--- src/rtl/crc_pkg.sv ---
// Shared widths, pipeline stage record and saturation helper for the collision response block.
`default_nettype none
package crc_pkg;

    // Quotient bits of the velocity correction divide (magnitude below 2^18).
    localparam int Q_W    = 18;
    // Partial remainder of the divide: 4*|v.d*d| + |d|^2 stays below 2^39.
    localparam int REM_W  = 40;
    // Push-out offset magnitude, one spare bit for the rounding increment.
    localparam int M_W    = 12;
    // Square of a trial offset (below 2^22).
    localparam int M2_W   = 22;
    // Squared distance (sum of two squares of 10 bit values).
    localparam int D2_W   = 21;
    // Square of one distance component or of the radius.
    localparam int SQ_W   = 20;
    // Comparison target |d|^2 * r^2 for one axis.
    localparam int TGT_W  = 40;
    // Positions on the rectangle, with room for the far edge.
    localparam int PT_W   = 18;
    // Number of bit steps of the offset search.
    localparam int SQ_STEPS = M_W - 1;

    typedef struct packed {
        logic [M_W-1:0]  m;
        logic [M2_W-1:0] m2;
    } sq_t;

    typedef struct packed {
        logic                   hit;
        logic                   live;
        logic signed [15:0]     vx;
        logic signed [15:0]     vy;
        logic signed [15:0]     cx;
        logic signed [15:0]     cy;
        logic signed [PT_W-1:0] px;
        logic signed [PT_W-1:0] py;
        logic                   xneg;
        logic                   yneg;
        logic                   cnx;
        logic                   cny;
        logic [D2_W-1:0]        d2;
        logic [TGT_W-1:0]       tx;
        logic [TGT_W-1:0]       ty;
        logic [REM_W-1:0]       remx;
        logic [REM_W-1:0]       remy;
        logic [Q_W-1:0]         qx;
        logic [Q_W-1:0]         qy;
        sq_t                    sx;
        sq_t                    sy;
    } stage_t;

    function automatic logic signed [15:0] sat16(input logic signed [19:0] v);
        logic signed [15:0] res;
        if (v > 20'sd32767)
        begin
            res = 16'sh7FFF;
        end
        else if (v < -20'sd32768)
        begin
            res = 16'sh8000;
        end
        else
        begin
            res = v[15:0];
        end
        return res;
    endfunction

endpackage
`default_nettype wire

--- src/rtl/crc_step.sv ---
// One step: one quotient bit of both divides; early steps also step both offset searches.
`default_nettype none
module crc_step #(
    parameter int STEP = 0
) (
    input  wire logic            clk,
    input  wire logic            rst_n,
    input  wire logic            en,
    input  wire logic            in_valid,
    input  wire crc_pkg::stage_t in_data,
    output logic                 out_valid,
    output crc_pkg::stage_t      out_data
);
    import crc_pkg::*;

    localparam int DK = Q_W - 1 - STEP;
    localparam int SK = (STEP < SQ_STEPS) ? (SQ_STEPS - 1 - STEP) : 0;
    localparam int PW = M2_W + D2_W;
    localparam int RW = M2_W + 2 + D2_W;

    logic [REM_W-1:0] dsh;
    stage_t           nxt;
    logic             valid_reg;
    stage_t           data_reg;

    // Trial of one offset bit: keep it when (m + bit)^2 * d2 stays within the target.
    function automatic sq_t sq_bit(input sq_t cur, input logic [D2_W-1:0] d2,
                                   input logic [TGT_W-1:0] tgt);
        sq_t             res;
        logic [M2_W-1:0] t2;
        logic [PW-1:0]   prod;
        res  = cur;
        t2   = cur.m2 + (M2_W'(cur.m) << (SK + 1)) + (M2_W'(1) << (2 * SK));
        prod = PW'(t2) * PW'(d2);
        if (prod <= PW'(tgt))
        begin
            res.m  = cur.m + (M_W'(1) << SK);
            res.m2 = t2;
        end
        return res;
    endfunction

    // Round to nearest: step up when (2m+1)^2 * d2 is within four times the target.
    function automatic sq_t sq_round(input sq_t cur, input logic [D2_W-1:0] d2,
                                     input logic [TGT_W-1:0] tgt);
        sq_t               res;
        logic [M2_W+1:0]   s;
        logic [RW-1:0]     prod;
        res  = cur;
        s    = ((M2_W + 2)'(cur.m2) << 2) + ((M2_W + 2)'(cur.m) << 2) + (M2_W + 2)'(1);
        prod = RW'(s) * RW'(d2);
        if (prod <= (RW'(tgt) << 2))
        begin
            res.m = cur.m + M_W'(1);
        end
        return res;
    endfunction

    assign dsh = REM_W'({in_data.d2, 1'b0}) << DK;

    always_comb
    begin
        nxt = in_data;
        if (in_data.remx >= dsh)
        begin
            nxt.remx     = in_data.remx - dsh;
            nxt.qx[DK]   = 1'b1;
        end
        if (in_data.remy >= dsh)
        begin
            nxt.remy     = in_data.remy - dsh;
            nxt.qy[DK]   = 1'b1;
        end
        if (STEP < SQ_STEPS)
        begin
            nxt.sx = sq_bit(in_data.sx, in_data.d2, in_data.tx);
            nxt.sy = sq_bit(in_data.sy, in_data.d2, in_data.ty);
        end
        else if (STEP == SQ_STEPS)
        begin
            nxt.sx = sq_round(in_data.sx, in_data.d2, in_data.tx);
            nxt.sy = sq_round(in_data.sy, in_data.d2, in_data.ty);
        end
    end

    always_ff @(posedge clk or negedge rst_n)
    begin
        if (!rst_n)
        begin
            valid_reg <= 1'b0;
        end
        else if (en)
        begin
            valid_reg <= in_valid;
        end
    end

    always_ff @(posedge clk)
    begin
        if (en)
        begin
            data_reg <= nxt;
        end
    end

    assign out_valid = valid_reg;
    assign out_data  = data_reg;

endmodule
`default_nettype wire

--- config.mk ---
export PLATFORM = sky130hd
export DESIGN_NAME = crc_step
export DESIGN_NICKNAME = d
export VERILOG_FILES = /design/src/rtl/crc_pkg.sv /design/src/rtl/crc_step.sv
export SDC_FILE = /design/constraint.sdc
export NUM_CORES = 2
export LEC_CHECK = 0
export BUFFER_PORTS_ARGS = -buffer_cell sky130_fd_sc_hd__buf_2
export CAP_MARGIN = 10
export CORE_MARGIN = 2
export CORE_UTILIZATION = 30
export CTS_CLUSTER_DIAMETER = 60
export DETAILED_ROUTE_END_ITERATION = 16
export GPL_ROUTABILITY_DRIVEN = 0
export PLACE_DENSITY = 0.44
export SETUP_SLACK_MARGIN = 0.3
export SLEW_MARGIN = 20
export SYNTH_ARGS = -nofsm -noshare
export SYNTH_HDL_FRONTEND = slang
export SYNTH_SLANG_ARGS = --single-unit
--- constraint.sdc ---
create_clock -name clk -period 0.9 [get_ports clk]
set_clock_uncertainty 0.05 [all_clocks]
set_input_delay 0.09 -clock clk [delete_from_list [all_inputs] [get_ports clk]]
set_output_delay 0.09 -clock clk [all_outputs]
set_load 0.01 [all_outputs]
==> impl_metrics.json <==
{
  "worst-endpoint-arrival_ps": 10200,
  "rows": 147,
  "synthCells": 4759,
  "seqCellArea_sq_um": 11800,
  "slew_headroom": 0.425,
  "ys_seq_elements": 392,
  "wirelength_um": 194000,
  "synth_edf_count": 391,
  "portBuffers": 786,
  "setup_viol": 856,
  "violations": "hold timing, setup timing",
  "timing.final.crit_share": 10.9,
  "final_common_cell": "inv_1",
  "drt_first_pass_iters": 5,
  "fmax_mhz": 102,
  "start_util": 0.302,
  "drt_iter0_markers": 2091,
  "crit_top_cell": "fa_1",
  "drive_gt1_frac": 0.315,
  "rsz0062_at_grt": "yes",
  "async_flop_share": 0.00255,
  "ys.flop_type": "edfxtp_1",
  "hold_class": "in -> reg",
  "syn_area_sq_um": 48500,
  "grt_usage": 0.234,
  "clk_latency_ps": 660,
  "synth_cell_types": 82,
  "synth.net_count": 6378,
  "layout_common_cells": "inv_1, buf_4, fa_1",
  "ant_nets": 0,
  "outcome": "complete, but fails checks",
  "worstSetupPathType": "in -> reg",
  "coreArea_sq_um": 161000,
  "yosys_warnings": 0,
  "grt_max_degree": 38,
  "multi_input_area_sq_um": 33800,
  "report.final.slew_viol_count": 0,
  "clock_sinks": 392,
  "cp-end-kind": "flip-flop",
  "hpwl_um": 164000,
  "slowest_delay_ps": 550,
  "path_clk_slew_ps": 60,
  "required_ps": 1300,
  "reg2reg_slack_ps": 110,
  "cts_buffers": 51,
  "syn_to_final_growth_pct": 42.6,
  "final-instance-count-excl-fill": 8873,
  "clock_tree.root_cell": "clkbuf_16",
  "start_kind": "primary input",
  "period_minus_slack_ps": 9810,
  "drc_errors": 0,
  "worst_hold_slack_ps": -267,
  "dieArea_sq_um": 165000,
  "ys_seq_area_frac": 0.242,
  "cap_violations": 0,
  "fp.dieH_um": 406,
  "cpMaxStageDelayCell": "fa_1",
  "fin_nets": 8279,
  "grt_antenna_before_repair": 30,
  "viasPerCell": 4.58,
  "ctsLongestPathBuffers": 3,
  "wl_per_cell_um": 21.8,
  "worstPathMaxFanout": 6,
  "avgSynthCellArea_sq_um": 10.2,
  "overflow": 0,
  "placed_cells": 8381,
  "hold_viol_final": 59,
  "h-tree-depth": 2,
  "die_x_um": 406,
  "cts_tree": "done",
  "grt_first_pass_wirelength_um": 283000,
  "io_pins": 787,
  "worst_slack_ps": -8910,
  "grt_pass1_vias": 43400,
  "worst_pin_slew_ps": 857,
  "via_count": 40700,
  "fill_cells": 15800
}
-- routing by layer --
| metal | wire (um) | GRT usage | vias to the layer above |
|---|---|---|---|
| met5 | 110 | 0 | - |
| met4 | 6620 | 0.0714 | 14 |
| met3 | 9580 | 0.0318 | 205 |
| met2 | 98800 | 0.420 | 1048 |
| met1 | 78600 | 0.288 | 20400 |
| li1 | - | - | 18900 |
-- worst max-delay path, delay by kind of cell --
kind,cells,cell delay (ps)
AOI/OAI and AO/OA,17,2790
xor gates and xnor gates,1,110
adders and majority gates,12,4870
buffers and inverters,11,1060
muxes,1,300
and+or+nand+nor,3,950
-- final timing paths --
kind                              startpoint  cells after the start       endpoint
worst min-delay path            in_data[172]                      2  out_data[172]
min in group asynchronous              rst_n                      3      out_valid
max in group asynchronous              rst_n                      3      out_valid
worst min register to register     out_valid                      1      out_valid
worst max register to register     out_valid                      1      out_valid
worst max-delay path             in_data[23]                     45   out_data[17]
-- state kept, by name (all words and copies together), names as in the netlist --
name / cells
out_data: 391
out_valid: 1
-- kinds of logic after synthesis --
family          after synthesis  share of synthesized area
flops                       392                      0.242
simple gates               1324                      0.136
compound gates              477                     0.0632
mux                          50                     0.0121
fa+ha+maj                  1224                      0.433
buf+inv                    1165                     0.0904
xor+xnor                    127                     0.0229
-- timing repair --
action	CTS	global route
hold buffers	320	1
pin swaps	98	63
cloned	3	0
setup buffers	44	19
resized for setup	208	95
hold endpoints to repair	452	124
endpoints found under the setup margin	465	862
-- cell usage after synthesis (13+ instances only) --
cell type	count	area (sq um)
and3_1	18	113
fa_1	758	15200
nand3_1	41	205
nor2_1	115	432
xor2_1	29	254
o21ai_1	13	65.1
o211ai_1	14	105
nor2b_1	22	138
a31oi_1	13	81.3
nor4_1	41	257
o21a_1	23	173
a21oi_1	168	841
inv_1	948	3560
a21o_1	53	398
edfxtp_1	391	11700
nor3_1	38	190
nand2b_1	44	275
mux2_1	26	293
o21bai_1	17	128
xnor2_1	98	858
o21ai_0	74	370
ha_1	466	5830
nand4_1	29	181
nand2_1	539	2020
and2_1	402	2510
clkbuf_1	212	796
a211oi_1	16	120
-- per-stage QoR --
stage / instance area (sq um) / setup WS, ps / hold WS (ps) / util / TNS (ps)
final: 69200 / -8910 / -267 / 0.431 / -676800
after global routing: 69200 / -9180 / -296 / 0.431 / -734600
after detailed placement: 62200 / -10400 / -182 / 0.387 / -456450
after floorplan: 49200 / -8910 / -256 / - / -307930
after global placement: 62200 / -10380 / -184 / 0.387 / -456650
after CTS: 68600 / -8910 / -318 / 0.427 / -713390
-- layout make-up --
class,count,share of cell area
inverter,948,0.0517
clock buffer,56,0.0187
sequential,392,0.170
antenna,10,0.000361
clock inverter,40,0.00743
timing repair buffer,2065,0.225
multi-input combinational,3202,0.488
tap,2160,0.0390
Power is not shown: default switching activity piles up to over one toggle a cycle in this logic, so the estimate is an artifact.
